File: config.mk
export PLATFORM = sky130hd
export DESIGN_NAME = bthp_fifo
export DESIGN_NICKNAME = d
export VERILOG_FILES = /design/src/rtl/bthp_pkg.sv /design/src/rtl/bthp_fifo.sv
export SDC_FILE = /design/constraint.sdc
export NUM_CORES = 1
export LEC_CHECK = 0
export BUFFER_PORTS_ARGS = -buffer_cell sky130_fd_sc_hd__buf_2
export CAP_MARGIN = 10
export CORE_ASPECT_RATIO = 0.75
export CORE_UTILIZATION = 30
export CTS_CLUSTER_SIZE = 14
export DETAILED_ROUTE_END_ITERATION = 7
export GPL_TIMING_DRIVEN = 0
export PLACE_DENSITY = 0.57
export SLEW_MARGIN = 10
export SYNTH_ARGS = -nofsm -noshare
export SYNTH_HDL_FRONTEND = slang
export SYNTH_SLANG_ARGS = --single-unit
File: constraint.sdc
create_clock -name clk -period 6.4 [get_ports clk]
set_input_delay 0.32 -clock clk [delete_from_list [all_inputs] [get_ports clk]]
set_output_delay 0.32 -clock clk [all_outputs]
set_load 0.02 [all_outputs]
File: src/rtl/bthp_pkg.sv
// types and constants of the bigsize tlv hop payload parser
package bthp_pkg;

    localparam int KEY_BYTES  = 33;
    localparam int IDX_W      = 6;
    localparam int BANK_W     = 3;
    localparam int NBANKS     = 1 << BANK_W;
    localparam int RAM_AW     = BANK_W + IDX_W;
    localparam int RAM_DEPTH  = 1 << RAM_AW;
    localparam int FIFO_DEPTH = 2;

    localparam logic [IDX_W-1:0] LAST_IDX  = IDX_W'(KEY_BYTES - 1);
    localparam logic [IDX_W-1:0] KEY_LEN_I = IDX_W'(KEY_BYTES);

    localparam logic [7:0] PFX_U16 = 8'hfd;
    localparam logic [7:0] PFX_U32 = 8'hfe;
    localparam logic [7:0] PFX_U64 = 8'hff;

    localparam logic [3:0] VLEN_U16 = 4'd2;
    localparam logic [3:0] VLEN_U32 = 4'd4;
    localparam logic [3:0] VLEN_U64 = 4'd8;

    localparam logic [63:0] TYPE_AMT = 64'd2;
    localparam logic [63:0] TYPE_HGT = 64'd4;
    localparam logic [63:0] TYPE_KEY = 64'h0e;

    localparam logic [63:0] LEN_AMT = 64'd8;
    localparam logic [63:0] LEN_HGT = 64'd4;
    localparam logic [63:0] LEN_KEY = 64'(KEY_BYTES);

    localparam logic [2:0] SHORT_MIN = 3'd4;

    typedef enum logic [1:0] {
        PH_TYPE = 2'd0,
        PH_LEN  = 2'd1,
        PH_VAL  = 2'd2
    } phase_t;

    typedef enum logic [1:0] {
        KIND_SKIP = 2'd0,
        KIND_AMT  = 2'd1,
        KIND_HGT  = 2'd2,
        KIND_KEY  = 2'd3
    } kind_t;

    // what one finished payload hands to the result side
    typedef struct packed {
        logic [63:0]       amount;
        logic [31:0]       height;
        logic              ok;
        logic              key_on;
        logic [BANK_W-1:0] bank;
    } summary_t;

    typedef struct packed {
        logic              valid;
        logic [BANK_W-1:0] bank;
    } release_t;

    typedef struct packed {
        logic              en;
        logic [RAM_AW-1:0] addr;
        logic [7:0]        data;
    } key_wr_t;

    typedef struct packed {
        logic              en;
        logic [RAM_AW-1:0] addr;
    } key_rd_t;

    typedef struct packed {
        logic [63:0]      amount;
        logic [31:0]      height;
        logic             ok;
        logic             key_on;
        logic [IDX_W-1:0] index;
        logic             last;
    } out_meta_t;

endpackage

File: src/rtl/bthp_fifo.sv
// two entry queue of payload summaries between parser and result side
module bthp_fifo
    import bthp_pkg::*;
(
    input  logic     clk,
    input  logic     rst_n,
    input  logic     push,
    input  summary_t push_data,
    output logic     full,
    input  logic     pop,
    output summary_t head,
    output logic     head_valid
);

    summary_t   ent_reg [FIFO_DEPTH];
    logic       wr_ptr_reg, wr_ptr_next;
    logic       rd_ptr_reg, rd_ptr_next;
    logic [1:0] count_reg, count_next;

    always_comb
    begin
        wr_ptr_next = wr_ptr_reg;
        rd_ptr_next = rd_ptr_reg;
        count_next  = count_reg;
        if (push)
        begin
            wr_ptr_next = ~wr_ptr_reg;
        end
        if (pop)
        begin
            rd_ptr_next = ~rd_ptr_reg;
        end
        case ({push, pop})
            2'b10:   count_next = count_reg + 2'd1;
            2'b01:   count_next = count_reg - 2'd1;
            default: count_next = count_reg;
        endcase
    end

    always_ff @(posedge clk or negedge rst_n)
    begin
        if (!rst_n)
        begin
            wr_ptr_reg <= 1'b0;
            rd_ptr_reg <= 1'b0;
            count_reg  <= 2'd0;
        end
        else
        begin
            wr_ptr_reg <= wr_ptr_next;
            rd_ptr_reg <= rd_ptr_next;
            count_reg  <= count_next;
        end
    end

    always_ff @(posedge clk)
    begin
        if (push)
        begin
            ent_reg[wr_ptr_reg] <= push_data;
        end
    end

    assign full       = (count_reg == 2'(FIFO_DEPTH));
    assign head_valid = (count_reg != 2'd0);
    assign head       = ent_reg[rd_ptr_reg];

endmodule

## Yosys cells after proc, flatten, opt, wreduce, memory -nomap -nowiden

Memories as Yosys holds them, arrays and structs flattened.
Cells that the tools add are included.

- Output and inout bits: 103
- Input port bits: 105
- Memory bits (writable): 202
- Register bits after elaboration: 4
- Memories kept: 1
- Logic and storage cells: 16

Memories:

| memory | depth | bits a word | rd ports | clocked after memory_dff | write ports | RTL line | RTL |
|---|---|---|---|---|---|---|---|
| ent_reg | 2 | 101 | 1 | 0 | 1 | bthp_fifo.sv:15 | `summary_t ent_reg [FIFO_DEPTH];` |

- Bitwise operators: 2
- $add $sub $neg: 2
- Equality and inequality tests: 3
- Reduce and logical (&&, ||, !) cells: 2
- Muxes and demuxes: 3

Operator list:

| cell | count |
|---|---|
| $eq A2 B2 Y1 const B | 2 |
| $pmux W2 S2 | 1 |
| $reduce_bool A2 Y1 | 2 |
| $add A2 B1 Y2 const B | 1 |
| $eq A2 B1 Y1 const B | 1 |
| $mux W1 | 2 |
| $not A1 Y1 | 2 |
| $sub A2 B1 Y2 const B | 1 |

## Longest topological paths before layout

- Depth in word-level cells: 2
- Depth in mapped cells: 5
- Mapped depth without buffers: 5

## Worst setup path before layout

OpenSTA, ideal clock, no wires.

- Kind: register to register
- Start point: reg wr_ptr_reg
- End point: mem ent_reg[0][0] (netlist bit), enable pin
- Arrival time: 4.593 ns
- Setup time: 0.561 ns
- Setup slack: 1.245 ns
- Period minus slack after synthesis: 5.155 ns
- Cell stages (with the launch flop): 2
- Cells stage by stage: dfrtp_1 > nor2_1

RTL lines:

| what | RTL line | RTL |
|---|---|---|
| from (decl) | bthp_fifo.sv:16 | `logic wr_ptr_reg, wr_ptr_next;` |
| from (signal assigned) | bthp_fifo.sv:50 | `wr_ptr_reg <= wr_ptr_next;` |
| to (decl) | bthp_fifo.sv:15 |  |

No word-level cell before the write port.

==> metrics <==
outcome=completed; Crit path max-delay family=buffers and inverters; CTS HTree Levels=1; crit path max fanout=10; ANT nets after route=0; largest net degree at the start of global routing=53; Pwr Density=434 nW/um^2; fin cells=989; post-synthesis net count=436; r2r worst-path depth=3; Placer Congestion=0.738; drt drc=0; post-cts sizing count=0; register bit count reported by yosys=206; leading area contributor after synthesis=edfxtp_1; WS Path Type=reg -> out; All-Layer GR Usage=11.1%; layout cell share with drive strength beyond 1=53.9%; I/O pin count=208; first-pass GRT wire length=23.1 mm; Max Slew Vio Count=0; CP arrival=1.89 ns; vias post-DR=4101; core area=25200 sq um; die area=26600 sq um; RSZ-0062 raised after global routing=no; Setup crit end kind=output port; TritonRoute pass-1 iters=4; M1 WL=6.73 mm; vias in the first global route=4389; chip height=142 um; CTS buffer count=22; # placed instances=879; max reg flops=202; initial antenna violation count=0; top cells by area, synth=edfxtp_1 (78%), mux2_4 (15%), mux2_2 (3.0%), dfrtp_1 (1.3%), buf_6 (1.2%); metal3 WL=1.06 mm; Max Used Layer=met4; worst hold stages=1; Yosys Warn Count=0; sequential share of the synthesized area=79.1%; Post-Route Skew=0.0102 ns; count of cell types in the netlist=15; Clk Tree Root Cell=clkbuf_16; Setup-failing EPs final=0; Syn Inst Count=330; post-layout min period=2.21 ns; Critical R2R Launch=wr_ptr_reg$_DFFE_PN0P_; PnR Total Power=4650 uW; Final Net Count=745; worst reg2reg endpoint=ent_reg[0][11]$_DFFE_PP_; number of setup buffers added after CTS=0; Max Clock Freq=453 MHz; crit-path cells=buf_4, buf_6, mux2_4, buf_2; clk sinks=206; CP required=6.08 ns; Post-CTS Hold Buffers=74; static leakage=0.00425 uW; Worst path max stage delay=0.37 ns; Max-cap violations=0; input/output buffers=207; Slew @ Worst Pin=0.745 ns; clock buffer depth=3; Layout area overhead=37.5%; final wirelength=15.5 mm; Worst Min Path Start=push_data[88]; Hold EP=ent_reg[1][88]$_DFFE_PP_; top cell type's share of synthesized area=77.8%; drt wl/cell=15.6 um; clock-pin slew on the worst setup and hold paths=0.06 ns; VDD IR max=236 uV; CP startpoint kind=flop; Die X-Extent=188 um; syn avg cell area=23.6 sq um; clock insertion delay at the later pin of the skew report=0.49 ns; DR iter-0 viols=150; R2R Setup Slk=4.54 ns; Via density=4.15; slowest CP cell=dfrtp_1; final antenna diode count=0; row cnt=50; Post-Syn Area=7800 sq um; TritonCTS clock tree=done; CP bufs+invs=3; Slew headroom=50.2%; GRT overflow=0; hpwl dp=10.3 mm; Starting Density=30.9%; Hold Fails Final Rpt=0; met2 wire len=7.28 mm; Tcrit/Tclk final=34.5%; Hold Path Class=in -> reg
## cell usage in the layout, fill, tap and decap left out, types with 2 or more instances in the layout
| cell type | count |
|---|---|
| xor2_1 | 3 |
| buf_6 | 8 |
| clkinv_1 | 5 |
| clkbuf_16 | 23 |
| dlygate4sd3_1 | 74 |
| buf_2 | 209 |
| xnor2_1 | 2 |
| dfrtp_1 | 4 |
| edfxtp_1 | 202 |
| clkbuf_1 | 6 |
| mux2_4 | 80 |
| mux2_2 | 21 |
| buf_12 | 3 |
| clkinv_2 | 2 |
## cell type report
class / count / area, sq um
Buffer: 11 / 108
Clock buffer: 29 / 598
Clock inverter: 7 / 28.8
Fill cell: 2231 / 14500
Inverter: 1 / 3.75
Multi-Input combinational cell: 112 / 1530
Sequential cell: 206 / 6170
Tap cell: 338 / 423
Timing Repair Buffer: 285 / 1860
## per-stage QoR
| stage | util (%) | area (sq um) | hold slack [ns] | setup WS, ns | setup TNS (ns) |
|---|---|---|---|---|---|
| floorplan | - | 7800 | 0.0244 | 1.25 | 0 |
| global placement | 36.7 | 9260 | 0.131 | -1.26 | -126.17 |
| detailed placement | 37.1 | 9350 | 0.132 | 4.42 | 0 |
| CTS | 42.5 | 10700 | 0.000269 | 4.10 | 0 |
| global route | 42.5 | 10700 | 0.00197 | 4.07 | 0 |
| finish | 42.5 | 10700 | 0.0225 | 4.19 | 0 |
## kinds of logic after synthesis
logic type               after synthesis  share of synthesized area (%)
flip-flops                           206                           79.1
buffers and inverters                 12                           1.43
XOR/XNOR                               5                          0.562
adder cells (fa/ha/maj)                1                          0.160
multiplexers                         101                           18.4
AND/OR/NAND/NOR                        5                          0.337
## worst reg2reg max path: stages (launching register included)
cell and delay, ns:
dfrtp_1 0.43, nor2_4 0.59, buf_12 0.27, buf_12 0.24
## how the worst max path moves through the flow
stage                            from                  endpoint  slack [ns]  cells past startpoint
2_1_floorplan  wr_ptr_reg$_DFFE_PN0P_   ent_reg[0][0]$_DFFE_PP_        1.25                      1
3_3_place_gp                     push  ent_reg[0][51]$_DFFE_PP_       -1.26                      3
3_5_place_dp                     push  ent_reg[0][57]$_DFFE_PP_        4.42                      5
4_1_cts        rd_ptr_reg$_DFFE_PN0P_                  head[78]        4.10                      4
5_1_grt        rd_ptr_reg$_DFFE_PN0P_                  head[78]        4.07                      4
6_report       rd_ptr_reg$_DFFE_PN0P_                  head[70]        4.19                      4
## Yosys cell counts
cell and n:
edfxtp_1 202, mux2_4 80, mux2_2 21, buf_6 8
dfrtp_1 4, xor2_1 3, buf_2 2, nor2_1 2
xnor2_1 2, and2_1 1, buf_4 1, ha_1 1
inv_1 1, nor2b_1 1, or2_2 1
## report_power, final
part / switching (uW) / total [uW] / internal (uW) / leakage, uW
logic: 919 / 1670 / 751 / 0.00201
clock network: 472 / 1120 / 649 / 0.000306
registers: 67.3 / 1860 / 1790 / 0.00194
## layer usage
layer	vias to the layer above	global-route usage, %
met4	0	3.25
met1	2007	13.8
met2	142	18.8
met3	22	3.14
li1	1930	-
met5	-	0
Note: power is estimated with default switching activity, not from simulation.
