## src/rtl/bthp_pkg.sv

```systemverilog
// types and constants of the bigsize tlv hop payload parser
package bthp_pkg;

    localparam int KEY_BYTES  = 33;
    localparam int IDX_W      = 6;
    localparam int BANK_W     = 3;
    localparam int NBANKS     = 1 << BANK_W;
    localparam int RAM_AW     = BANK_W + IDX_W;
    localparam int RAM_DEPTH  = 1 << RAM_AW;
    localparam int FIFO_DEPTH = 2;

    localparam logic [IDX_W-1:0] LAST_IDX  = IDX_W'(KEY_BYTES - 1);
    localparam logic [IDX_W-1:0] KEY_LEN_I = IDX_W'(KEY_BYTES);

    localparam logic [7:0] PFX_U16 = 8'hfd;
    localparam logic [7:0] PFX_U32 = 8'hfe;
    localparam logic [7:0] PFX_U64 = 8'hff;

    localparam logic [3:0] VLEN_U16 = 4'd2;
    localparam logic [3:0] VLEN_U32 = 4'd4;
    localparam logic [3:0] VLEN_U64 = 4'd8;

    localparam logic [63:0] TYPE_AMT = 64'd2;
    localparam logic [63:0] TYPE_HGT = 64'd4;
    localparam logic [63:0] TYPE_KEY = 64'h0e;

    localparam logic [63:0] LEN_AMT = 64'd8;
    localparam logic [63:0] LEN_HGT = 64'd4;
    localparam logic [63:0] LEN_KEY = 64'(KEY_BYTES);

    localparam logic [2:0] SHORT_MIN = 3'd4;

    typedef enum logic [1:0] {
        PH_TYPE = 2'd0,
        PH_LEN  = 2'd1,
        PH_VAL  = 2'd2
    } phase_t;

    typedef enum logic [1:0] {
        KIND_SKIP = 2'd0,
        KIND_AMT  = 2'd1,
        KIND_HGT  = 2'd2,
        KIND_KEY  = 2'd3
    } kind_t;

    // what one finished payload hands to the result side
    typedef struct packed {
        logic [63:0]       amount;
        logic [31:0]       height;
        logic              ok;
        logic              key_on;
        logic [BANK_W-1:0] bank;
    } summary_t;

    typedef struct packed {
        logic              valid;
        logic [BANK_W-1:0] bank;
    } release_t;

    typedef struct packed {
        logic              en;
        logic [RAM_AW-1:0] addr;
        logic [7:0]        data;
    } key_wr_t;

    typedef struct packed {
        logic              en;
        logic [RAM_AW-1:0] addr;
    } key_rd_t;

    typedef struct packed {
        logic [63:0]      amount;
        logic [31:0]      height;
        logic             ok;
        logic             key_on;
        logic [IDX_W-1:0] index;
        logic             last;
    } out_meta_t;

endpackage

```

## src/rtl/bthp_back.sv

```systemverilog
// result side: walks the key bank of one summary and emits one beat per key byte
module bthp_back
    import bthp_pkg::*;
(
    input  logic             clk,
    input  logic             rst_n,
    input  summary_t         head,
    input  logic             head_valid,
    output logic             pop,
    output key_rd_t          key_rd,
    input  logic [7:0]       ram_q,
    output release_t         rel,
    output logic             out_valid,
    input  logic             out_stall,
    output logic [63:0]      amount,
    output logic [31:0]      lock_height,
    output logic             payload_ok,
    output logic [7:0]       key_byte,
    output logic [IDX_W-1:0] key_index,
    output logic             last_result
);

    logic             cur_valid_reg, cur_valid_next;
    summary_t         cur_reg;
    logic [IDX_W-1:0] idx_reg, idx_next;
    logic             s1_valid_reg, s1_valid_next;
    out_meta_t        s1_reg;
    logic             ov_reg, ov_next;
    out_meta_t        om_reg;
    logic [7:0]       ok_byte_reg;

    logic advance_out;
    logic s1_free;
    logic issue;
    logic done;

    assign advance_out = !ov_reg || !out_stall;
    assign s1_free     = !s1_valid_reg || advance_out;
    assign issue       = cur_valid_reg && s1_free;
    assign done        = issue && (idx_reg == LAST_IDX);
    assign pop         = head_valid && (!cur_valid_reg || done);

    always_comb
    begin
        cur_valid_next = cur_valid_reg;
        idx_next       = idx_reg;
        s1_valid_next  = s1_valid_reg;
        ov_next        = ov_reg;
        if (issue)
        begin
            idx_next = idx_reg + IDX_W'(1);
        end
        if (done)
        begin
            cur_valid_next = 1'b0;
        end
        if (pop)
        begin
            cur_valid_next = 1'b1;
            idx_next       = '0;
        end
        if (s1_free)
        begin
            s1_valid_next = issue;
        end
        if (advance_out)
        begin
            ov_next = s1_valid_reg;
        end
    end

    always_comb
    begin
        key_rd.en   = issue;
        key_rd.addr = {cur_reg.bank, idx_reg};
        rel.valid   = done && cur_reg.key_on;
        rel.bank    = cur_reg.bank;
    end

    always_ff @(posedge clk or negedge rst_n)
    begin
        if (!rst_n)
        begin
            cur_valid_reg <= 1'b0;
            idx_reg       <= '0;
            s1_valid_reg  <= 1'b0;
            ov_reg        <= 1'b0;
        end
        else
        begin
            cur_valid_reg <= cur_valid_next;
            idx_reg       <= idx_next;
            s1_valid_reg  <= s1_valid_next;
            ov_reg        <= ov_next;
        end
    end

    always_ff @(posedge clk)
    begin
        if (pop)
        begin
            cur_reg <= head;
        end
        if (issue)
        begin
            s1_reg.amount <= cur_reg.amount;
            s1_reg.height <= cur_reg.height;
            s1_reg.ok     <= cur_reg.ok;
            s1_reg.key_on <= cur_reg.key_on;
            s1_reg.index  <= idx_reg;
            s1_reg.last   <= (idx_reg == LAST_IDX);
        end
        if (advance_out && s1_valid_reg)
        begin
            om_reg      <= s1_reg;
            ok_byte_reg <= s1_reg.key_on ? ram_q : 8'd0;
        end
    end

    assign out_valid   = ov_reg;
    assign amount      = om_reg.amount;
    assign lock_height = om_reg.height;
    assign payload_ok  = om_reg.ok;
    assign key_byte    = ok_byte_reg;
    assign key_index   = om_reg.index;
    assign last_result = om_reg.last;

endmodule

```

## config.mk

```make
export PLATFORM = sky130hd
export DESIGN_NAME = bthp_back
export DESIGN_NICKNAME = d
export VERILOG_FILES = /design/src/rtl/bthp_pkg.sv /design/src/rtl/bthp_back.sv
export SDC_FILE = /design/constraint.sdc
export NUM_CORES = 1
export LEC_CHECK = 0
export BUFFER_PORTS_ARGS = -buffer_cell sky130_fd_sc_hd__buf_2
export CAP_MARGIN = 20
export CORE_MARGIN = 3
export CORE_UTILIZATION = 45
export DETAILED_ROUTE_END_ITERATION = 10
export PLACE_DENSITY = 0.69
export SYNTH_ARGS = -nofsm -noshare
export SYNTH_HDL_FRONTEND = slang
export SYNTH_SLANG_ARGS = --single-unit
```

## constraint.sdc

```tcl
create_clock -name clk -period 10.4 [get_ports clk]
set_input_delay 2.08 -clock clk [delete_from_list [all_inputs] [get_ports clk]]
set_output_delay 2.08 -clock clk [all_outputs]
set_load 0.005 [all_outputs]
```

Word level (Yosys, flattened, before mapping)
Cells that the tools add are included.
Cells by class
  muxes and demuxes: 4
  reduce and logical (&&, ||, !) cells: 14
  add/subtract/negate cells: 1
  equal/unequal tests: 1
Operator list (count)
  6-bit two-way mux: 2
  6-bit by 1-bit adder with 6-bit output, second input constant: 1
  6-bit == test, second input constant: 1
  1-bit logical AND: 5
  1-bit logical NOT: 4
  2-bit nonzero test: 2
  1-bit logical OR: 3
  1-bit two-way mux: 2
Word-level totals
  word-level logic and storage cells: 41
  bits in registers: 327
  bits of input ports: 113

Depth between registers and ports, before layout
  depth in word-level cells: 8
  depth in mapped cells: 6
  gate-level depth less buffers: 6

Least setup slack after synthesis
No wires, ideal clock.
  path type: input -> register
  start: input out_stall
  end: register, netlist name amount[0]
  setup time: 0.754 ns
  data arrival time: 10.151 ns
  required time: 9.646 ns
  cell stages on the path: 1
  path slack: -0.505 ns
  path through: a21boi_0
On the way
  longest elaborated chain between the ends: 3
RTL lines
  from (decl): RTL line bthp_back.sv:14  | input logic out_stall,
  1-bit logical NOT: RTL line bthp_back.sv:37  | assign advance_out = !ov_reg || !out_stall;
  1-bit logical OR: RTL line bthp_back.sv:37
  1-bit logical AND: RTL line bthp_back.sv:113  | if (advance_out && s1_valid_reg)
Every way passes these cells.
A chain may end at the register's enable or synchronous reset.

Final worst setup path
  start: input out_stall
  end: output pop
On the way
  longest elaborated chain between the ends: 7
RTL lines
  1-bit logical NOT: RTL line bthp_back.sv:37
  1-bit logical OR: RTL line bthp_back.sv:37
  1-bit logical OR: RTL line bthp_back.sv:38  | assign s1_free = !s1_valid_reg || advance_out;
  1-bit logical AND: RTL line bthp_back.sv:39  | assign issue = cur_valid_reg && s1_free;
  1-bit logical AND: RTL line bthp_back.sv:40  | assign done = issue && (idx_reg == LAST_IDX);
  1-bit logical OR: RTL line bthp_back.sv:41  | assign pop = head_valid && (!cur_valid_reg || done);
  1-bit logical AND: RTL line bthp_back.sv:41
  to (decl): RTL line bthp_back.sv:9  | output logic pop,
Every way passes these cells.

==> impl_results.md <==
* I/O pins at 241
* # resized after CTS at 0
* Cell Area, Synth at approximately 10000 sq um
* Sequential cell area fraction in the yosys report at 0.958
* Unrepaired setup endpoints after global routing: no
* Total grt overflow at 0
* Fin Setup TNS at 0 ps
* Outcome: finished, final reports clean
* Gpl congestion at 0.770
* Clock Skew at between 7 and 8 ps
* Post-synth ARST share at 0.0275
* Vias at 4515
* Share of cells above drive strength 1 at 0.438
* Place WS at 4630 ps
* Core ar. at 22000 sq um
* Endpoint kind of the worst setup timing path: output pin
* M3 GR Usage at 0.0451
* Critical path arrival at 3650 ps
* Worst-skew pair later-pin latency at around 530 ps
* Worst Setup Slack, final at between 4000 and 5000 ps
* Tcrit/Tclk final at 0.551
* Largest net degree at the start of global routing at 82
* Max-cap violations at 0
* DRT iter0 DRCs at 229
* Gr busiest metal: met2
* GRT Overall Usage at 0.133
* Setup bufs post-CTS at 0
* Syn_area_per_cell at 26.4 sq um
* Max Clk Rate at 0.175 GHz
* List of most frequent post-synthesis cells: edfxtp_1, and2_1, dfrtp_1, buf_4
* Synth Warn # at 0
* Chip height at 157 um
* Setup Crit Path Kind: input port to output pin
* CTS Sinks at 327
* Top-count cell post-synth: edfxtp_1
* Ys flop type: edfxtp_1
* Syn nets at between 500 and 600
* Vias per std cell at 4.70
* Slew Limit Fails at 0
* GR Layer Usage met1 at 0.167
* First-pass GRT wire length at ~25000 um
* Final WL at 17000 um
* Worst-margin pin slew at 1070 ps
* Final setup violating endpoints at 0
* Worst Path Required at 8320 ps
* GRT met2 Usage at 0.222
* Number of buffers created by CTS at 31
* Distinct cells, synth at 30
* DRC violation count after routing at 0
* DR pass1 iterations at 4
* Buffer depth of the longest clock path at 3
* PD cells at 220 nW/um^2
* Chip width at 157 um
* Max reg flops at 105
* Largest area contributor in the netlist: edfxtp_1
* Nets at 770
* Initial Util at 0.463
* Leak pwr at roughly 0.0048 uW
* Syn Inst Count at 387
* Worst min-delay path category: flop to flop
* H-tree lvl count at 1
* Initial antenna violation count at 5
* Minimum clock period at 5730 ps
* Crit-path max FO at 50
* DR WL/cell at about 18 um
* CP Launch Type: input port
* Port Buffers at 240
* Synth Register Bits at 327
* Die area at 24500 sq um
* Post-DRT Antenna Nets at 0
* Clock Pin Slew Worst Setup and Hold Paths at 60 ps
* Worst hold slack at around 410 ps
* Rel. slew slack at 0.283
* Maximum VDD drop at 0.0970 mV
* DP HPWL at 11400 um
* Hold Buf Count CTS at 0
* Synth top area cells: edfxtp_1, dfrtp_1, and2_1
* Root buffer cell: clkbuf_16
* Top-area cell type share of the netlist area at 0.936
* Synthesis-to-layout area growth at 25.1%
* Final Hold Viols at 0
* Vias in the first global route at ~4700
* EDFF count, synth at 318
* CTS tree: built
* Fillers at between 1500 and 2000
* Row Count at 54
[path summary, 6_finish.rpt]
path / start / endpoint / slack (ps) / cells past startpoint
setup reg to reg: idx_reg[0] / cur_reg[27] / 7480 / 6
hold / removal: cur_reg[36] / s1_reg[40] / 410 / 0
setup / recovery: out_stall / pop / 4670 / 5
hold reg to reg: cur_reg[36] / s1_reg[40] / 410 / 0
max in group asynchronous: rst_n / idx_reg[3] / 8820 / 1
min in group asynchronous: rst_n / idx_reg[0] / 1390 / 1
[final cells by class]
cell class	count	area, sq um	area share
Multi-Input combinational cell	48	372	0.0291
Inverter	4	15.0	0.00118
Sequential cell	327	9770	0.765
Tap cell	280	350	0.0274
Antenna cell	2	5.00	0.000392
Clock buffer	44	845	0.0661
Timing Repair Buffer	243	1220	0.0958
Clock inverter	12	185	0.0145
[cell families (layout without fill, tap and decap cells)]
group | Yosys count | count (layout) | share of synthesized area
DFF | 327 | 327 | 0.958
and+or+nand+nor | 25 | 25 | 0.0147
AOI/OAI and AO/OA | 16 | 16 | 0.0131
buffers and inverters | 12 | 303 | 0.00711
xor gates and xnor gates | 3 | 3 | 0.00258
adders and majority gates | 2 | 2 | 0.00245
muxes | 2 | 2 | 0.00221
other | 0 | 2 | 0
[worst max-delay path: stages]
cell     delay, ps
buf_2          130
and3_4         170
o41ai_2        370
and2_4         640
buf_2          240
[report_power, final]
| part | switching, uW | total [uW] | internal [uW] |
|---|---|---|---|
| logic | 76.1 | 137 | 61.3 |
| registers | 33.8 | 1550 | 1520 |
| clock network | 432 | 1120 | 685 |
[cell usage in the layout (no fill, tap or decap), types with 2 or more instances in the layout]
cell type and instances:
edfxtp_1 318, buf_2 240, clkbuf_16 31, clkbuf_1 11, dfrtp_1 9, and2_1 8, bufinv_16 5, inv_1 4
nand2_1 4, clkinv_2 4, xnor2_1 3, nor2_1 3, a21oi_1 3, buf_4 3, diode_2 2, nand3_1 2
and2_4 2, nand2b_1 2, a211oi_1 2, mux2_2 2, o2bb2ai_1 2, ha_1 2, clkinv_1 2, clkbuf_8 2
[routing by layer]
metal,routed length [um],vias to the layer above
met1,6820,2197
met2,8290,200
met5,31,-
li1,-,2077
met4,367,6
met3,1500,35
[metrics by stage]
stage          power, uW   util  std cells  area, sq um
3_3_place_gp        1710  0.533        902        11700
2_1_floorplan       1640      -        387        10200
6_report            2810  0.580        960        12800
3_5_place_dp        1720  0.533        902        11700
4_1_cts             2850  0.580        958        12800
5_1_grt             2930  0.580        960        12800
Power figures use the tool's default switching activity.
