## src/rtl/bthp_pkg.sv

```systemverilog
// types and constants of the bigsize tlv hop payload parser
package bthp_pkg;

    localparam int KEY_BYTES  = 33;
    localparam int IDX_W      = 6;
    localparam int BANK_W     = 3;
    localparam int NBANKS     = 1 << BANK_W;
    localparam int RAM_AW     = BANK_W + IDX_W;
    localparam int RAM_DEPTH  = 1 << RAM_AW;
    localparam int FIFO_DEPTH = 2;

    localparam logic [IDX_W-1:0] LAST_IDX  = IDX_W'(KEY_BYTES - 1);
    localparam logic [IDX_W-1:0] KEY_LEN_I = IDX_W'(KEY_BYTES);

    localparam logic [7:0] PFX_U16 = 8'hfd;
    localparam logic [7:0] PFX_U32 = 8'hfe;
    localparam logic [7:0] PFX_U64 = 8'hff;

    localparam logic [3:0] VLEN_U16 = 4'd2;
    localparam logic [3:0] VLEN_U32 = 4'd4;
    localparam logic [3:0] VLEN_U64 = 4'd8;

    localparam logic [63:0] TYPE_AMT = 64'd2;
    localparam logic [63:0] TYPE_HGT = 64'd4;
    localparam logic [63:0] TYPE_KEY = 64'h0e;

    localparam logic [63:0] LEN_AMT = 64'd8;
    localparam logic [63:0] LEN_HGT = 64'd4;
    localparam logic [63:0] LEN_KEY = 64'(KEY_BYTES);

    localparam logic [2:0] SHORT_MIN = 3'd4;

    typedef enum logic [1:0] {
        PH_TYPE = 2'd0,
        PH_LEN  = 2'd1,
        PH_VAL  = 2'd2
    } phase_t;

    typedef enum logic [1:0] {
        KIND_SKIP = 2'd0,
        KIND_AMT  = 2'd1,
        KIND_HGT  = 2'd2,
        KIND_KEY  = 2'd3
    } kind_t;

    // what one finished payload hands to the result side
    typedef struct packed {
        logic [63:0]       amount;
        logic [31:0]       height;
        logic              ok;
        logic              key_on;
        logic [BANK_W-1:0] bank;
    } summary_t;

    typedef struct packed {
        logic              valid;
        logic [BANK_W-1:0] bank;
    } release_t;

    typedef struct packed {
        logic              en;
        logic [RAM_AW-1:0] addr;
        logic [7:0]        data;
    } key_wr_t;

    typedef struct packed {
        logic              en;
        logic [RAM_AW-1:0] addr;
    } key_rd_t;

    typedef struct packed {
        logic [63:0]      amount;
        logic [31:0]      height;
        logic             ok;
        logic             key_on;
        logic [IDX_W-1:0] index;
        logic             last;
    } out_meta_t;

endpackage

```

## src/rtl/bthp_front.sv

```systemverilog
// byte parser: bigsize type and length, record values, key bank bookkeeping
module bthp_front
    import bthp_pkg::*;
(
    input  logic     clk,
    input  logic     rst_n,
    input  logic     in_valid,
    output logic     in_stall,
    input  logic [7:0] data_byte,
    input  logic     last_byte,
    output logic     push,
    output summary_t push_data,
    input  logic     fifo_full,
    output key_wr_t  key_wr,
    input  release_t back_rel
);

    phase_t             phase_reg, phase_next;
    logic [3:0]         vleft_reg, vleft_next;
    logic [63:0]        vacc_reg, vacc_next;
    kind_t              kind_reg, kind_next;
    logic [63:0]        vbl_reg, vbl_next;
    logic [63:0]        acc_reg, acc_next;
    logic [63:0]        amt_reg, amt_next;
    logic [31:0]        hgt_reg, hgt_next;
    logic [2:0]         cnt_reg, cnt_next;
    logic [BANK_W-1:0]  stage_bank_reg, stage_bank_next;
    logic [BANK_W-1:0]  comm_bank_reg, comm_bank_next;
    logic               kvalid_reg, kvalid_next;
    logic [NBANKS-1:0]  busy_reg, busy_next;
    summary_t           sum_next;

    logic               in_fire;
    logic [BANK_W-1:0]  free_bank;

    assign in_stall = fifo_full;
    assign in_fire  = in_valid && !fifo_full;

    // lowest bank nobody holds; at most five are ever held
    always_comb
    begin
        free_bank = '0;
        for (int i = NBANKS - 1; i >= 0; i--)
        begin
            if (!busy_reg[i])
            begin
                free_bank = BANK_W'(i);
            end
        end
    end

    always_comb
    begin
        logic [63:0]       v;
        logic              vdone;
        logic              key_commit;
        logic              full;
        logic [NBANKS-1:0] set_mask;
        logic [NBANKS-1:0] rel_mask;

        phase_next      = phase_reg;
        vleft_next      = vleft_reg;
        vacc_next       = vacc_reg;
        kind_next       = kind_reg;
        vbl_next        = vbl_reg;
        acc_next        = acc_reg;
        amt_next        = amt_reg;
        hgt_next        = hgt_reg;
        cnt_next        = cnt_reg;
        stage_bank_next = stage_bank_reg;
        comm_bank_next  = comm_bank_reg;
        kvalid_next     = kvalid_reg;
        sum_next        = '0;
        v               = '0;
        vdone           = 1'b0;
        key_commit      = 1'b0;
        full            = 1'b0;
        set_mask        = '0;
        rel_mask        = '0;

        if (back_rel.valid)
        begin
            rel_mask[back_rel.bank] = 1'b1;
        end

        if (in_fire)
        begin
            if (cnt_reg != SHORT_MIN)
            begin
                cnt_next = cnt_reg + 3'd1;
            end

            if (phase_reg == PH_VAL)
            begin
                if (kind_reg == KIND_AMT || kind_reg == KIND_HGT)
                begin
                    acc_next = {acc_reg[55:0], data_byte};
                end
                vbl_next = vbl_reg - 64'd1;
                if (vbl_reg == 64'd1)
                begin
                    case (kind_reg)
                        KIND_AMT: amt_next = acc_next;
                        KIND_HGT: hgt_next = acc_next[31:0];
                        KIND_KEY: key_commit = 1'b1;
                        default:  ;
                    endcase
                    kind_next  = KIND_SKIP;
                    acc_next   = '0;
                    phase_next = PH_TYPE;
                end
            end
            else
            begin
                if (vleft_reg == 4'd0)
                begin
                    vacc_next = '0;
                    case (data_byte)
                        PFX_U16: vleft_next = VLEN_U16;
                        PFX_U32: vleft_next = VLEN_U32;
                        PFX_U64: vleft_next = VLEN_U64;
                        default:
                        begin
                            v     = {56'd0, data_byte};
                            vdone = 1'b1;
                        end
                    endcase
                end
                else
                begin
                    v          = {vacc_reg[55:0], data_byte};
                    vacc_next  = v;
                    vleft_next = vleft_reg - 4'd1;
                    vdone      = (vleft_reg == 4'd1);
                end

                if (vdone)
                begin
                    vacc_next = '0;
                    if (phase_reg == PH_LEN)
                    begin
                        if (v == 64'd0)
                        begin
                            // empty value closes the record at its length
                            phase_next = PH_TYPE;
                            kind_next  = KIND_SKIP;
                        end
                        else
                        begin
                            if ((kind_reg == KIND_AMT && v != LEN_AMT) ||
                                (kind_reg == KIND_HGT && v != LEN_HGT) ||
                                (kind_reg == KIND_KEY && v != LEN_KEY))
                            begin
                                kind_next = KIND_SKIP;
                            end
                            vbl_next   = v;
                            acc_next   = '0;
                            phase_next = PH_VAL;
                        end
                    end
                    else
                    begin
                        case (v)
                            TYPE_AMT: kind_next = KIND_AMT;
                            TYPE_HGT: kind_next = KIND_HGT;
                            TYPE_KEY: kind_next = KIND_KEY;
                            default:  kind_next = KIND_SKIP;
                        endcase
                        phase_next = PH_LEN;
                    end
                end
            end

            // committing a key just renames the staging bank
            if (key_commit)
            begin
                if (kvalid_reg)
                begin
                    rel_mask[comm_bank_reg] = 1'b1;
                end
                comm_bank_next          = stage_bank_reg;
                kvalid_next             = 1'b1;
                stage_bank_next         = free_bank;
                set_mask[free_bank]     = 1'b1;
            end

            if (last_byte)
            begin
                full            = (cnt_next == SHORT_MIN);
                sum_next.amount = full ? amt_next : 64'd0;
                sum_next.height = full ? hgt_next : 32'd0;
                sum_next.ok     = full && (amt_next != 64'd0 || hgt_next != 32'd0);
                sum_next.key_on = full && kvalid_next;
                sum_next.bank   = comm_bank_next;
                // a key of a short payload is never read out
                if (kvalid_next && !full)
                begin
                    rel_mask[comm_bank_next] = 1'b1;
                end
                phase_next  = PH_TYPE;
                vleft_next  = '0;
                vacc_next   = '0;
                kind_next   = KIND_SKIP;
                vbl_next    = '0;
                acc_next    = '0;
                amt_next    = '0;
                hgt_next    = '0;
                cnt_next    = '0;
                kvalid_next = 1'b0;
            end
        end

        busy_next = (busy_reg | set_mask) & ~rel_mask;
    end

    always_comb
    begin
        push         = in_fire && last_byte;
        push_data    = sum_next;
        key_wr.en    = in_fire && (phase_reg == PH_VAL) && (kind_reg == KIND_KEY);
        key_wr.addr  = {stage_bank_reg, KEY_LEN_I - vbl_reg[IDX_W-1:0]};
        key_wr.data  = data_byte;
    end

    always_ff @(posedge clk or negedge rst_n)
    begin
        if (!rst_n)
        begin
            phase_reg      <= PH_TYPE;
            vleft_reg      <= '0;
            vacc_reg       <= '0;
            kind_reg       <= KIND_SKIP;
            vbl_reg        <= '0;
            acc_reg        <= '0;
            amt_reg        <= '0;
            hgt_reg        <= '0;
            cnt_reg        <= '0;
            stage_bank_reg <= '0;
            comm_bank_reg  <= '0;
            kvalid_reg     <= 1'b0;
            busy_reg       <= NBANKS'(1);
        end
        else
        begin
            phase_reg      <= phase_next;
            vleft_reg      <= vleft_next;
            vacc_reg       <= vacc_next;
            kind_reg       <= kind_next;
            vbl_reg        <= vbl_next;
            acc_reg        <= acc_next;
            amt_reg        <= amt_next;
            hgt_reg        <= hgt_next;
            cnt_reg        <= cnt_next;
            stage_bank_reg <= stage_bank_next;
            comm_bank_reg  <= comm_bank_next;
            kvalid_reg     <= kvalid_next;
            busy_reg       <= busy_next;
        end
    end

endmodule

```

## config.mk

```make
export PLATFORM = sky130hd
export DESIGN_NAME = bthp_front
export DESIGN_NICKNAME = d
export VERILOG_FILES = /design/src/rtl/bthp_pkg.sv /design/src/rtl/bthp_front.sv
export SDC_FILE = /design/constraint.sdc
export NUM_CORES = 1
export LEC_CHECK = 0
export ABC_AREA = 1
export BUFFER_PORTS_ARGS = -buffer_cell sky130_fd_sc_hd__buf_2
export CAP_MARGIN = 10
export CELL_PAD_IN_SITES_DETAIL_PLACEMENT = 0
export CELL_PAD_IN_SITES_GLOBAL_PLACEMENT = 1
export CORE_MARGIN = 4
export CORE_UTILIZATION = 47
export CTS_CLUSTER_DIAMETER = 200
export DETAILED_ROUTE_END_ITERATION = 10
export GPL_TIMING_DRIVEN = 0
export PLACE_DENSITY = 0.89
export SYNTH_ARGS = -nofsm -noshare
export SYNTH_HDL_FRONTEND = slang
export SYNTH_SLANG_ARGS = --single-unit
```

## constraint.sdc

```tcl
create_clock -name clk -period 5.6 [get_ports clk]
set_clock_uncertainty 0.1 [all_clocks]
set_input_delay 0 -clock clk [delete_from_list [all_inputs] [get_ports clk]]
set_output_delay 0 -clock clk [all_outputs]
set_load 0.005 [all_outputs]
```

After elaboration in Yosys (flattened, before gate mapping). Index checks and enable logic that the tools add are counted.

Reduce and logical (&&, ||, !) cells: 33. Eq/ne operators: 23. Multiplexer cells: 92. Divide/modulo/power cells: 0. $lt $le $gt $ge: 8. Bitwise logic cells: 5. $mul: 0. Shift operators: 0. $add $sub $neg: 4.

Operators by type and width (number): 64-bit two-way mux (21); 56-bit two-way mux (4); 101-bit two-way mux (2); 32-bit two-way mux (6); 8-bit two-way mux (10); 64-bit by 1-bit equality test with 1-bit output, second input constant (1); 64-bit by 2-bit equality test with 1-bit output, second input constant (1); 64-bit by 3-bit equality test with 1-bit output, second input constant (1); 64-bit by 4-bit equality test with 1-bit output, second input constant (1); 64-bit logical NOT (1); 64-bit by 3-bit inequality test with 1-bit output, second input constant (1); 64-bit by 4-bit inequality test with 1-bit output, second input constant (1); 64-bit by 6-bit inequality test with 1-bit output, second input constant (1); 64-bit nonzero test (1); 64-bit by 1-bit subtractor with 64-bit output, second input constant (1); 3-bit two-way mux (13); 32-bit nonzero test (1); 8-bit equality test, second input constant (3); 2-bit two-way mux (12); 8-bit bitwise OR (3); 3-bit by 4-bit less-than comparator with 1-bit output, second input constant (4); 1-bit two-way mux (15); 1-bit logical AND (14); 1-bit demux with 3-bit select (4); other kinds (25) (43).

Input port bits: 17. Bits in read-only memories: 0. Memories kept: 0. Memory bits (writable): 0. Register bits after elaboration: 306. Latch bits: 0. Output and inout bits: 121. Logic and storage cells: 178.

Longest topological paths before layout. Gate-level depths: netlist (run 1).

Depth after elaboration: 17. Depth in mapped cells: 20. Depth with buffers taken out: 18.

Worst setup path after synthesis (run 1). No wires, ideal clock.

Kind: register to register. From: register vleft_reg[0]. To: register acc_reg[54]. Required time: 5.382 ns. Clock period less this slack: 2.451 ns. Cell stages (with the launch flop): 21. Library setup time: 0.118 ns. Data arrival time: 2.233 ns. Slack: 3.149 ns. Path buffers: 3. Path through: dfrtp_1 -> inv_1 -> ha_1 -> nand2_2 -> inv_2 -> buf_6 -> nor2_1 -> nor2_1 -> nand2_1 -> nor2_1 -> nand4_1 -> nor2_2 -> nand4_1 -> nand2_1 -> nand2_2 -> nand2_4 -> inv_2 -> buf_6 -> buf_6 -> nand3b_1 -> nand2_1.

Longest elaborated chain between the ends: 7. Elaborated cells on any way between the ends: 12. Classes of those cells: eq/ne: 2; mux: 6; reduce/logical: 4.

Ends and longest elaborated chain: start, declared (RTL line bthp_front.sv:19) `logic [3:0] vleft_reg, vleft_next;`; start signal, assigned (RTL line bthp_front.sv:246) `vleft_reg <= vleft_next;`; 4-bit logical NOT (RTL line bthp_front.sv:115) `if (vleft_reg == 4'd0)`; 64-bit two-way mux (RTL line bthp_front.sv:115); 64-bit two-way mux (RTL line bthp_front.sv:93) `if (phase_reg == PH_VAL)`; 64-bit two-way mux (RTL line bthp_front.sv:86) `if (in_fire)`; 64-bit logical NOT (RTL line bthp_front.sv:142) `if (v == 64'd0)`; 3-bit by 2-bit inequality test with 1-bit output (no source line); 4-bit AND reduction (no source line) (*); end signal, assigned (RTL line bthp_front.sv:250) `acc_reg <= acc_next;`; end, declared (RTL line bthp_front.sv:23) `logic [63:0] acc_reg, acc_next;`.

Every way passes the cells marked *; elsewhere a longest branch is shown, timed or not. The select of a mux whose other input is x is not followed. A chain may end at the register's enable or synchronous reset.

==> impl.org, run 1 <==
** Setup path
- CP startpoint kind :: flip-flop
- The critical path is of the reg2out type.
- Critical path data required time :: 5.50 ns
- For the worst setup path, the data arrival time is 4.17 ns.
- Element type at the critical path end :: primary output
- Of all nets on the critical path, the largest fanout is 10.

** Die
- After floorplanning, the core was sized to cover 39,730 sq um.
- Floorplan die height :: 208.5 microns
- Initial cell density of the core :: 47.55%
- Top-level I/O count :: 138
- Number of rows created at floorplan :: 73
- Die Area :: 43,460 sq um
- Die width :: 208.5 microns

** Yosys
- Count of mapped cells out of synthesis :: 2,785
- By area the synthesized netlist is led by sky130_fd_sc_hd__dfrtp_1 (40%), sky130_fd_sc_hd__nand2_1 (16%), sky130_fd_sc_hd__o21ai_0 (8.9%).
- Number of distinct library cell variants in the gate-level netlist after synthesis :: 53
- Synthesis-stage register bit count :: 306
- Async set or reset register ratio after synthesis :: 100.0%
- Primary FF master, synth :: sky130_fd_sc_hd__dfrtp_1
- Synthesized net count :: 2,815
- Avg Synthesized Cell Area :: 6.783 sq um
- Synth Cell Area :: 18,890 sq um
- Sequential cells were found to cover 40.54% of the synthesized design area.
- Number of enable-type register cells in the synthesized netlist :: 0
- Post-synthesis cell type with the largest combined area :: sky130_fd_sc_hd__dfrtp_1
- Fraction of post-synthesis cell area in the top cell type by area :: 40.40%
- Total number of yosys warnings :: 0

** Timing
- Setup repair after global routing left no endpoint under its margin.
- Measured against its own limit, the worst slew margin works out to 30.46%.
- Across all hold checks on the routed design, the worst slack comes to -0.03583 ns.
- Setup violations remaining at the end of the flow were counted as 0.
- Achievable clock frequency :: 234.4 MHz
- Count of pins over their slew limit :: 0
- After layout, the worst path uses 76.18% of the clock period.
- The worst path meets setup with 1.334 ns of slack.
- Slew of the pin with the lowest slew margin :: 1.029 ns
- Subtracting the final worst setup slack from the clock period gives 4.266 ns.
- The number of hold violations in the final report came to 18.

** CTS
- The clock net in this run drives a total of 306 sinks.
- Maximum buffer depth of the clock tree :: 3
- TritonCTS built the clock tree.
- CTS clock-pin slew for the worst setup and hold paths :: 0.06 ns
- Clock latency on the worst-skew pair, taken at its later pin, is 0.57 ns.
- CTS built an H-tree with a depth of 2.
- The number of clock buffers added by TritonCTS is 38.
- The tree is rooted in a sky130_fd_sc_hd__clkbuf_16.

** Placed design
- Inst Count DP :: 3,449
- Before CTS, the worst setup slack after placement is 1.937 ns.
- Final RePlAce weighted congestion :: 1.000
- Once detailed placement completed, the half-perimeter wirelength came to 53,820 microns.
- Port buffering added 137 buffers.

** Run
- Max Cap Violations :: 0

** Finish
- For this run, the post-layout net count is 3,015.
- Commonest cells after routing, fill and taps aside :: sky130_fd_sc_hd__nand2_1 (797), sky130_fd_sc_hd__nor2_1 (408), sky130_fd_sc_hd__o21ai_0 (337), sky130_fd_sc_hd__dfrtp_1 (305), sky130_fd_sc_hd__inv_1 (298)
- Antenna fix cells :: 0
- Compared with the post-synthesis result, the final layout area differs by 15.45%.
- Cells with a size suffix above 1 make up 9.200% of the layout.
- Post-layout instance count excluding filler cells :: 3,536
- The library cell used most frequently in the layout, excluding fill and tap cells, is sky130_fd_sc_hd__nand2_1.

** Drt
- Via Count :: 19,760
- Number of DRC markers after the initial detailed-route iteration :: 2,275
- For this run, design rule violations remaining after detail routing come to 0.
- Router iterations before antenna repair :: 8
- Antenna violation net count after detailed routing :: 0
- In the routed layout, each cell is associated on average with a via count of 5.589.
- After detailed routing, the total wire length is 71,770 microns.
- After detailed routing, the average wire length per cell comes to 20.30 microns.

** Power
- In this run the static leakage power is 10.34 nW.
- Overall power :: 8.901 mW
- Power density over the cells :: 408.1 nW/um^2
- Worst ir drop on vdd :: 0.2394 mV

** Worst hold path
- Type of the worst min-delay path :: in2async

** Global route
- Overflow left after global routing :: 0
- Wire length of the first global-routing pass :: 109,500 microns
- The number of global-route vias before repair was 18,620.
- Across every metal layer, demand over resource in global routing totals 31.95%.
- The initial antenna violation count came to 0.
- Entering global routing, the biggest net connects 106 pins.

** Status
- Violations in the final reports :: hold timing
- The run finished, with violations left.
-- final cells by class --
| type | instances | area, sq um |
|---|---|---|
| Timing Repair Buffer | 160 | 960.9 |
| Clock buffer | 54 | 1142 |
| Sequential cell | 306 | 7659 |
| Fill cell | 3948 | 17920 |
| Tap cell | 525 | 656.9 |
| Buffer | 165 | 825.8 |
| Clock inverter | 12 | 158.9 |
| Inverter | 304 | 1141 |
| Multi-Input combinational cell | 2010 | 9265 |
-- per-layer routing --
metal,vias up,part of all wire [%],wire length [microns],track usage [%]
met2,877,46,33100,51.80
met1,9396,41,29680,42.46
met3,176,7.0,5009,3.996
met4,0,5.5,3977,15.86
met5,-,0,0,0
li1,9315,-,-,-
-- worst max-delay path: stages, from the launching register on --
cell and delay (ns):
sky130_fd_sc_hd__dfrtp_1 0.40, sky130_fd_sc_hd__inv_1 0.06, sky130_fd_sc_hd__ha_1 0.30, sky130_fd_sc_hd__clkbuf_1 0.45
sky130_fd_sc_hd__clkbuf_1 0.45, sky130_fd_sc_hd__nor2_1 0.14, sky130_fd_sc_hd__a21oi_1 0.58, sky130_fd_sc_hd__o21ai_0 0.24
sky130_fd_sc_hd__nor2_1 0.13, sky130_fd_sc_hd__nand2_1 0.05, sky130_fd_sc_hd__nor2_1 0.11, sky130_fd_sc_hd__nand2_1 0.06
sky130_fd_sc_hd__nor2_1 0.28, sky130_fd_sc_hd__nand3_1 0.12, sky130_fd_sc_hd__nand2_1 0.08, sky130_fd_sc_hd__inv_1 0.04
sky130_fd_sc_hd__buf_2 0.12
-- Yosys cell counts, types with 24 or more instances --
master / n
sky130_fd_sc_hd__nand2_1: 797
sky130_fd_sc_hd__nand4_1: 88
sky130_fd_sc_hd__o21ai_0: 337
sky130_fd_sc_hd__a21oi_1: 43
sky130_fd_sc_hd__nor2_1: 408
sky130_fd_sc_hd__nand3b_1: 24
sky130_fd_sc_hd__inv_1: 298
sky130_fd_sc_hd__xor2_1: 26
sky130_fd_sc_hd__dfrtp_1: 305
sky130_fd_sc_hd__o21ai_1: 50
sky130_fd_sc_hd__nand3_1: 85
sky130_fd_sc_hd__clkbuf_1: 108
-- what timing repair did --
| item | CTS | global route |
|---|---|---|
| hold buffers | 21 | 0 |
| gates resized for setup | 0 | 0 |
| buffers inserted | 0 | 0 |
| hold endpoints to repair | 140 | 0 |
-- where the power goes --
| part | leakage, nW | internal [mW] | total [mW] | switching, mW |
|---|---|---|---|---|
| logic | 5.51 | 0.987 | 3.61 | 2.63 |
| clock network | 0.641 | 1.56 | 2.60 | 1.04 |
| registers | 4.19 | 2.45 | 2.68 | 0.236 |
-- cell families after synthesis --
logic type	Yosys count	share of synthesized area, %
buf+inv	469	10.41
flops	306	40.54
xor+xnor	40	1.855
fa+ha+maj	13	0.8611
mux	8	0.4703
compound gates	493	13.84
simple gates	1456	32.02
-- worst paths after layout --
path,slack (ns),to,depth (start not counted),start
worst max-delay path,1.33,push_data[4],16,kind_reg[0]
worst min-delay path,-0.04,vacc_reg[16],2,rst_n
worst max register to register,1.68,busy_reg[7],13,vbl_reg[22]
worst min register to register,0.38,acc_reg[37],2,acc_reg[37]
max in group asynchronous,3.92,acc_reg[42],4,rst_n
min in group clk,0.15,kind_reg[0],7,in_valid
-- per-stage QoR --
step / setup TNS [ns] / area, sq um / util [%] / hold WS [ns]
finish: 0 / 21810 / 54.89 / -0.03583
floorplan: 0 / 18890 / - / -0.3956
detailed placement: 0 / 20300 / 51.09 / 0.007327
global route: 0 / 21810 / 54.89 / 0.06995
CTS: 0 / 21810 / 54.89 / 0.01109
global placement: -514.98 / 20230 / 50.92 / 0.1675
No activity file was read; power rests on OpenSTA's default activity.
==> inputs of run 2 (changes only) <==
--- a/config.mk
+++ b/config.mk
@@ -5,7 +5,7 @@
 export SDC_FILE = /design/constraint.sdc
 export NUM_CORES = 1
 export LEC_CHECK = 0
-export ABC_AREA = 1
+export ABC_AREA = 0
 export BUFFER_PORTS_ARGS = -buffer_cell sky130_fd_sc_hd__buf_2
 export CAP_MARGIN = 10
 export CELL_PAD_IN_SITES_DETAIL_PLACEMENT = 0
@@ -15,7 +15,7 @@
 export CTS_CLUSTER_DIAMETER = 200
 export DETAILED_ROUTE_END_ITERATION = 10
 export GPL_TIMING_DRIVEN = 0
-export PLACE_DENSITY = 0.89
+export PLACE_DENSITY = 0.85
 export SYNTH_ARGS = -nofsm -noshare
 export SYNTH_HDL_FRONTEND = slang
 export SYNTH_SLANG_ARGS = --single-unit
==> constraint.sdc (replaced) <==
create_clock -name clk -period 4.4 [get_ports clk]
set_clock_uncertainty 0.1 [all_clocks]
set_input_delay 0 -clock clk [delete_from_list [all_inputs] [get_ports clk]]
set_output_delay 0 -clock clk [all_outputs]
set_load 0.005 [all_outputs]
==> impl.org, run 2 <==
** Power
- In this run the static leakage power is 9.282 nW.
- Power density over the cells :: 441.7 nW/um^2
- The worst-case IR drop observed on VDD is 0.2720 mV.

** Status
- The final reports fail on hold timing.
- The flow ran to the end, but the final reports show violations.

** Drt
- Routed wire length :: 62,240 microns
- Dividing the detail-routed wire length by the instance count gives 23.40 microns.
- The detail route stage leaves a number of antenna-violating nets equal to 0.
- In the routed layout, each cell is associated on average with a via count of 6.423.
- The first TritonRoute pass finished after 6 iterations.
- After the first detailed-routing iteration, the DRC count stood at 2,029.
- After detailed routing, the number of remaining DRC violations is 0.
- Via Count :: 17,080

** Yosys
- By area the synthesized netlist is led by sky130_fd_sc_hd__dfrtp_1 (44%), sky130_fd_sc_hd__nand2_1 (7.6%), sky130_fd_sc_hd__o21ai_0 (6.8%).
- The cell count after synthesis came out at 1,977.
- Share of synthesized area occupied by flip-flops and latches :: 44.41%
- The largest total area in the synthesized netlist belongs to sky130_fd_sc_hd__dfrtp_1.
- For this run, asynchronously set or reset flops after synthesis account for 100.0%.
- Total number of yosys warnings :: 0
- In this run the mean area of a mapped cell was 8.722 sq um.
- Post-synth top cells :: sky130_fd_sc_hd__nand2_1 (348), sky130_fd_sc_hd__dfrtp_1 (305), sky130_fd_sc_hd__o21ai_0 (234), sky130_fd_sc_hd__a21oi_1 (164), sky130_fd_sc_hd__a22o_1 (119)
- Most frequent cell after synthesis :: sky130_fd_sc_hd__nand2_1
- Counting distinct cell types in the post-synthesis netlist gives 70.
- After synthesis the netlist holds a flip-flop and latch count of 306.
- The most used flip-flop cell after synthesis is sky130_fd_sc_hd__dfrtp_1.
- Number of enable-type register cells in the synthesized netlist :: 0
- Synthesis produced a netlist with a net count of 2,007.
- The mapped netlist covers 17,240 sq um.
- Fraction of post-synthesis cell area in the top cell type by area :: 44.26%

** Finish
- Antenna fix cells :: 0
- In the layout the commonest cells are sky130_fd_sc_hd__nand2_1 (348), sky130_fd_sc_hd__dfrtp_1 (305), sky130_fd_sc_hd__o21ai_0 (234), sky130_fd_sc_hd__a21oi_1 (164), sky130_fd_sc_hd__buf_2 (144).
- Relative to the synthesized area, the layout overhead comes to 15.93%.
- The finished layout holds 2,660 standard cells, fillers aside.
- Fraction of layout cells with a size suffix above 1 :: 14.73%
- After filler insertion, the fill cell instance count of the layout stands at 3,318.
- Once layout is done, the placed cells without fillers occupy 19,990 sq um.
- Multi-input gate area :: 8881 sq um
- Final-stage net count :: 2,203
- Commonest non-fill, non-tap cell in the layout :: sky130_fd_sc_hd__nand2_1
- Registers take 7659 sq um.

** Worst hold path
- Type of the worst min-delay path :: in2async

** Global route
- The first global-routing pass estimated 95,620 microns of wire.
- Overflow left after global routing :: 0
- Maximum number of pins on one net before global-route repair :: 110
- The number of global-route vias before repair is 16,310.
- Initial antenna violation count :: 0
- All-layer global routing usage :: 30.57%

** Setup path
- CP startpoint kind :: flip-flop
- At the worst endpoint, the arrival time is 4.65 ns.
- Crit path buf inv count :: 1
- The critical path is of the reg2reg type.
- The largest single stage delay on the critical path is 0.83 ns.
- Slowest-stage cell, CP :: sky130_fd_sc_hd__a311oi_1
- Crit-path cells :: nor4_1 -> nand4_1 -> o41ai_1 -> o211ai_1 -> a311oi_1 -> nor2_1 -> nand2_1 -> clkbuf_1 -> a22o_1
- At the worst endpoint, the required time is 4.77 ns.
- Along the worst path, the maximum fanout reaches 10.
- Among cell families on the critical path, the largest total delay comes from compound AO/OA/AOI/OAI gates.
- The worst setup path is captured at a flip-flop.

** Placed design
- Prior to clock tree synthesis, the placed netlist has a worst setup slack of -0.1776 ns.
- The count of buffers added on input and output ports is 132.
- Placement Cell Area :: 18,550 sq um
- HPWL reported at the end of detailed placement :: 44,390 microns
- Final RePlAce weighted congestion :: 0.9409
- Including well taps, the total number of placed cells is 2,573.

** Timing
- Final Hold Fails :: 16
- Summed over all failing endpoints, the final setup total negative slack is 0 ns.
- Hold WS :: -0.05297 ns
- Relative slew slack :: 18.12%
- Slew of the pin with the lowest slew margin :: 1.217 ns
- RSZ-0062 raised after global routing :: false
- After layout, the worst setup slack is 0.1217 ns.
- Based on the critical path, the design can be clocked at up to 233.7 MHz.
- Number of failing setup endpoints in the final timing report :: 0
- Count of pins over their slew limit :: 0
- Post-route minimum period :: 4.278 ns
- Final critical-path share of the clock period :: 97.23%

** CTS
- H-tree level count :: 2
- Clock tree from TritonCTS :: done
- The longest clock path from root to sink contains 3 buffers.
- Clock sink total :: 306
- CTS clock-pin slew for the worst setup and hold paths :: 0.06 ns
- In this run, CTS created clock tree buffers numbering 37.
- Clock tree root driver cell :: sky130_fd_sc_hd__clkbuf_16
- Clock insertion delay at the later pin of the skew report :: 0.54 ns

** Die
- The die is 199.5 microns wide.
- Floorplan die height :: 199.5 microns
- The floorplan step defined a die boundary enclosing 39,820 sq um.
- Initial cell density of the core :: 48.01%
- For this design the top-level I/O count stands at 138.
- The total area inside the core boundary comes to 35,910 sq um.
- Number of rows created at floorplan :: 69

** Run
- Across the run, the number of max-cap violations was 0.
[run 2: changes by cell type after synthesis, sizes merged, moves of 119 or more]
cell   change
nand2    -452
nor2     -308
inv      -280
o21ai    -149
a21oi    +120
a22o     +119
[run 2: worst register-to-register path, delay by kind of cell, from the launching register on]
family / cells / cell delay, ns
AO/OA/AOI/OAI: 4 / 2.12
buffers and inverters: 1 / 0.42
flip-flops: 1 / 0.45
AND/OR/NAND/NOR: 4 / 1.13
[run 2: where the power goes]
group	switching (mW)	internal, mW
clock network	1.26	1.76
logic	1.62	0.777
registers	0.325	3.09
[run 2: timing repair]
action | 4_1_cts | 5_1_grt
hold buffers | 18 | 0
setup buffers | 2 | 3
pin swaps | 1 | 3
resized for setup | 8 | 10
setup endpoints to repair | 72 | 47
hold endpoints to repair | 120 | 0
[run 2: kinds of logic (layout without fill, tap and decap cells)]
logic type,count (synthesis),in the layout,share of synthesized area [%]
flip-flops,306,306,44.41
adder cells (fa/ha/maj),13,13,0.9433
XOR/XNOR,4,4,0.2032
AO/OA/AOI/OAI,691,691,25.29
multiplexers,91,91,5.761
AND/OR/NAND/NOR,698,698,19.10
buffers and inverters,174,396,4.288
[run 2: area by class of cell]
type / count / area share (%)
multi-input combinational: 1497 / 44.42
sequential: 306 / 38.31
clock buffer: 55 / 5.583
timing repair buffer: 158 / 4.744
buffer: 151 / 3.336
tap: 461 / 2.885
inverter: 22 / 0.4131
clock inverter: 10 / 0.3067
[run 2: worst paths after layout]
kind,start,endpoint,slack [ns],cells past startpoint
worst max-delay path,vacc_reg[46],acc_reg[24],0.12,9
worst min-delay path,rst_n,vbl_reg[55],-0.05,2
worst max register to register,vacc_reg[46],acc_reg[24],0.12,9
worst min register to register,hgt_reg[22],hgt_reg[22],0.39,2
max in group asynchronous,rst_n,amt_reg[34],3.21,3
min in group clk,data_byte[3],key_wr[3],0.07,2
[run 2: metal layers]
metal / GRT usage, % / part of all wire [%]
met2: 44.72 / 43
met1: 46.61 / 45
met3: 4.957 / 9.5
met5: 0 / 0
met4: 9.409 / 3.0
[run 2: through the flow]
step	util, %	power (mW)
after global placement	51.46	5.630
final	55.66	8.831
after CTS	55.54	8.701
after global routing	55.66	9.195
after floorplan	-	4.845
after detailed placement	51.65	5.687
==> inputs of run 3 (changes only) <==
--- a/config.mk
+++ b/config.mk
@@ -11,11 +11,12 @@
 export CELL_PAD_IN_SITES_DETAIL_PLACEMENT = 0
 export CELL_PAD_IN_SITES_GLOBAL_PLACEMENT = 1
 export CORE_MARGIN = 4
-export CORE_UTILIZATION = 47
+export CORE_UTILIZATION = 42
 export CTS_CLUSTER_DIAMETER = 200
 export DETAILED_ROUTE_END_ITERATION = 10
 export GPL_TIMING_DRIVEN = 0
-export PLACE_DENSITY = 0.85
+export PLACE_DENSITY_LB_ADDON = 0.1
+export RECOVER_POWER = 50
 export SYNTH_ARGS = -nofsm -noshare
 export SYNTH_HDL_FRONTEND = slang
 export SYNTH_SLANG_ARGS = --single-unit
==> constraint.sdc (replaced) <==
create_clock -name clk -period 3.8 [get_ports clk]
set_clock_uncertainty 0.1 [all_clocks]
set_input_delay 0 -clock clk [delete_from_list [all_inputs] [get_ports clk]]
set_output_delay 0 -clock clk [all_outputs]
set_load 0.005 [all_outputs]
==> impl.org, run 3 (synthesis results as in run 2) <==
** Status
- The flow ran to the end, but the final reports show violations.
- Violations in the final reports :: capacitance limit, slew limit, setup timing

** Timing
- RSZ-0062 raised after global routing :: true
- Count of pins over their slew limit :: 32
- Fin Setup TNS :: -0.07460 ns
- Achievable clock frequency :: 258.1 MHz
- Slew of the pin with the lowest slew margin :: 2.010 ns
- The number of hold violations in the final report was 0.
- Relative slew slack :: -33.97%
- Across all setup checks in the final design, the least slack found is -0.07460 ns.
- Setup violations remaining at the end of the flow were counted as 1.
- The routed design could run at a clock period as short as 3.875 ns.
- Final critical-path share of the clock period :: 102.0%

** Power
- In this run the power density over the cells is 508.6 nW/um^2.
- Static Leak :: 9.541 nW
- The worst-case IR drop observed on VDD is 0.3315 mV.

** Finish
- Compared with the post-synthesis result, the final layout area differs by 20.27%.
- Commonest cells after routing, fill and taps aside :: sky130_fd_sc_hd__nand2_1 (346), sky130_fd_sc_hd__dfrtp_1 (305), sky130_fd_sc_hd__o21ai_0 (232), sky130_fd_sc_hd__a21oi_1 (162), sky130_fd_sc_hd__buf_2 (129)
- At the end of the flow, the number of nets in the layout was 2,229.
- Commonest non-fill, non-tap cell in the layout :: sky130_fd_sc_hd__nand2_1
- Final core utilization :: 51.60%
- Antenna fix cells :: 0
- Post-layout instance count excluding filler cells :: 2,753
- Fraction of layout cells with a size suffix above 1 :: 17.41%

** Placed design
- HPWL reported at the end of detailed placement :: 46,900 microns
- Inst Count DP :: 2,637
- Input and output buffers added on the ports amount to 132.
- The congestion estimate from routability-driven global placement came to 0.9318.

** Die
- Placeable Area :: 40,190 sq um
- The die covers 44,360 sq um.
- Die width :: 210.6 microns
- Row generation in the floorplan step produced 73 rows.
- Top-level I/O count :: 138
- Floorplan die height :: 210.6 microns
- Initial cell density of the core :: 42.91%

** Setup path
- Of all nets on the critical path, the largest fanout is 5.
- The worst register-to-register path begins at vacc_reg[46].
- Walking the worst path, the cells encountered are or4_4 -> or3_4 -> nor4_4 -> buf_4 -> and4_4 -> buf_12 -> mux2i_4 -> nand2_2 -> nor4b_4 -> a31oi_2 -> buf_2.
- The worst setup path is captured at a primary output.
- Worst Setup Path Type :: reg2out
- Critical R2R Capture :: acc_reg[29]
- Data arrival time of the critical path :: 3.77 ns
- Across all register-to-register paths, the minimum setup slack is 0.05 ns.
- Critical path data required time :: 3.70 ns
- Cell count of the worst reg-to-reg path :: 9
- CP startpoint kind :: flip-flop
- The slowest stage of the critical path belongs to the cell sky130_fd_sc_hd__or4_4.
- In this design, the stage delay of the slowest critical-path cell is 0.56 ns.

** Global route
- The first global-routing pass estimated 100,600 microns of wire.
- The number of global-route vias before repair came to 16,340.
- Overflow left after global routing :: 0
- The initial antenna violation count was 0.
- Maximum number of pins on one net before global-route repair :: 119
- Global routing consumed, over all layers together, 28.84% of the routing resources.

** CTS
- The tree built by TritonCTS fans out to 306 sinks.
- The tree is rooted in a sky130_fd_sc_hd__clkbuf_16.
- H-tree level count :: 2
- TritonCTS built the clock tree.
- The later pin in the worst-skew pair is clocked with a latency of 0.56 ns.
- Clock-pin slew was measured on the worst setup and hold paths at 0.06 ns.
- Counting along the longest clock path gives a buffer depth of 3.
- The number of clock buffers added by TritonCTS is 38.

** Worst hold path
- Number of cells on the worst hold path :: 2
- The startpoint identified for the worst hold timing path is data_byte[3].
- Capture endpoint of the worst hold path :: key_wr[3]
- The min-delay analysis places its worst path in the category in2out.

** Drt
- Mean routed wirelength per cell :: 23.93 microns
- In this run, the number of DRC markers left after iteration 0 of detailed routing was 1,656.
- After detailed routing, the number of vias per cell comes to 6.149.
- Drc violations :: 0
- Routed wire length :: 65,890 microns
- Router iterations before antenna repair :: 5
- The final route contains 16,930 vias.
- Antenna violation net count after detailed routing :: 0

** Run
- The tool flagged a number of max-cap violations equal to 1.
-- run 3: worst max-delay path by stage --
| stage | start | to |
|---|---|---|
| 5_1_grt | kind_reg[0] | push_data[4] |
| 3_3_place_gp | rst_n | amt_reg[30] |
| 3_5_place_dp | vacc_reg[46] | acc_reg[14] |
| 2_1_floorplan | vbl_reg[32] | kind_reg[0] |
| 4_1_cts | vbl_reg[44] | push_data[4] |
| 6_report | vbl_reg[33] | push_data[4] |
-- run 3: repair_timing --
| action | in CTS | in global routing |
|---|---|---|
| buffers inserted | 17 | 15 |
| hold buffers | 18 | 0 |
| resized for setup | 69 | 60 |
| endpoints found under the setup margin | 315 | 190 |
| hold endpoints to repair | 169 | 0 |
| gates cloned | 0 | 0 |
| pin swaps | 16 | 7 |
-- run 3: routing by layer --
layer	up-vias	part of all wire [%]	global-route usage, %
met2	625	46	45.53
met4	0	2.9	7.668
met1	8508	45	41.84
li1	7674	-	-
met5	-	0	0
met3	120	6.2	4.307
-- run 3: critical path: cells and delay by family (launching register included) --
| family | cells | cell delay [ns] |
|---|---|---|
| AND/OR/NAND/NOR | 6 | 1.91 |
| buffers and inverters | 3 | 0.49 |
| flip-flops | 1 | 0.40 |
| multiplexers | 1 | 0.24 |
| AO/OA/AOI/OAI | 1 | 0.16 |
-- run 3: area by class of cell --
type,count,area (sq um)
fillers,3850,19450
inverters,22,82.58
clock buffers,56,1100
flip-flops and latches,306,7659
clock inverters,13,137.6
multi-input cells,1497,9196
well taps,525,656.9
repair buffers,185,1147
plain buffers,149,759.5
-- run 3: report_power, final --
part	total, mW	internal [mW]	switching (mW)
combinational	2.92	1.02	1.91
sequential	3.97	3.58	0.387
clock	3.65	2.15	1.50
total	10.5	6.75	3.80
-- run 3: metrics by stage --
step	setup WS, ns	area [sq um]	hold WS (ns)	power, mW
final	-0.07460	20740	0.07238	10.55
after global routing	-0.2046	20740	0.09723	11.03
after CTS	-0.1438	20510	0.06766	10.45
after detailed placement	-0.6538	18630	-0.03915	6.586
after global placement	-3.622	18560	0.06971	6.528
after floorplan	0.8038	17240	-0.3956	5.609
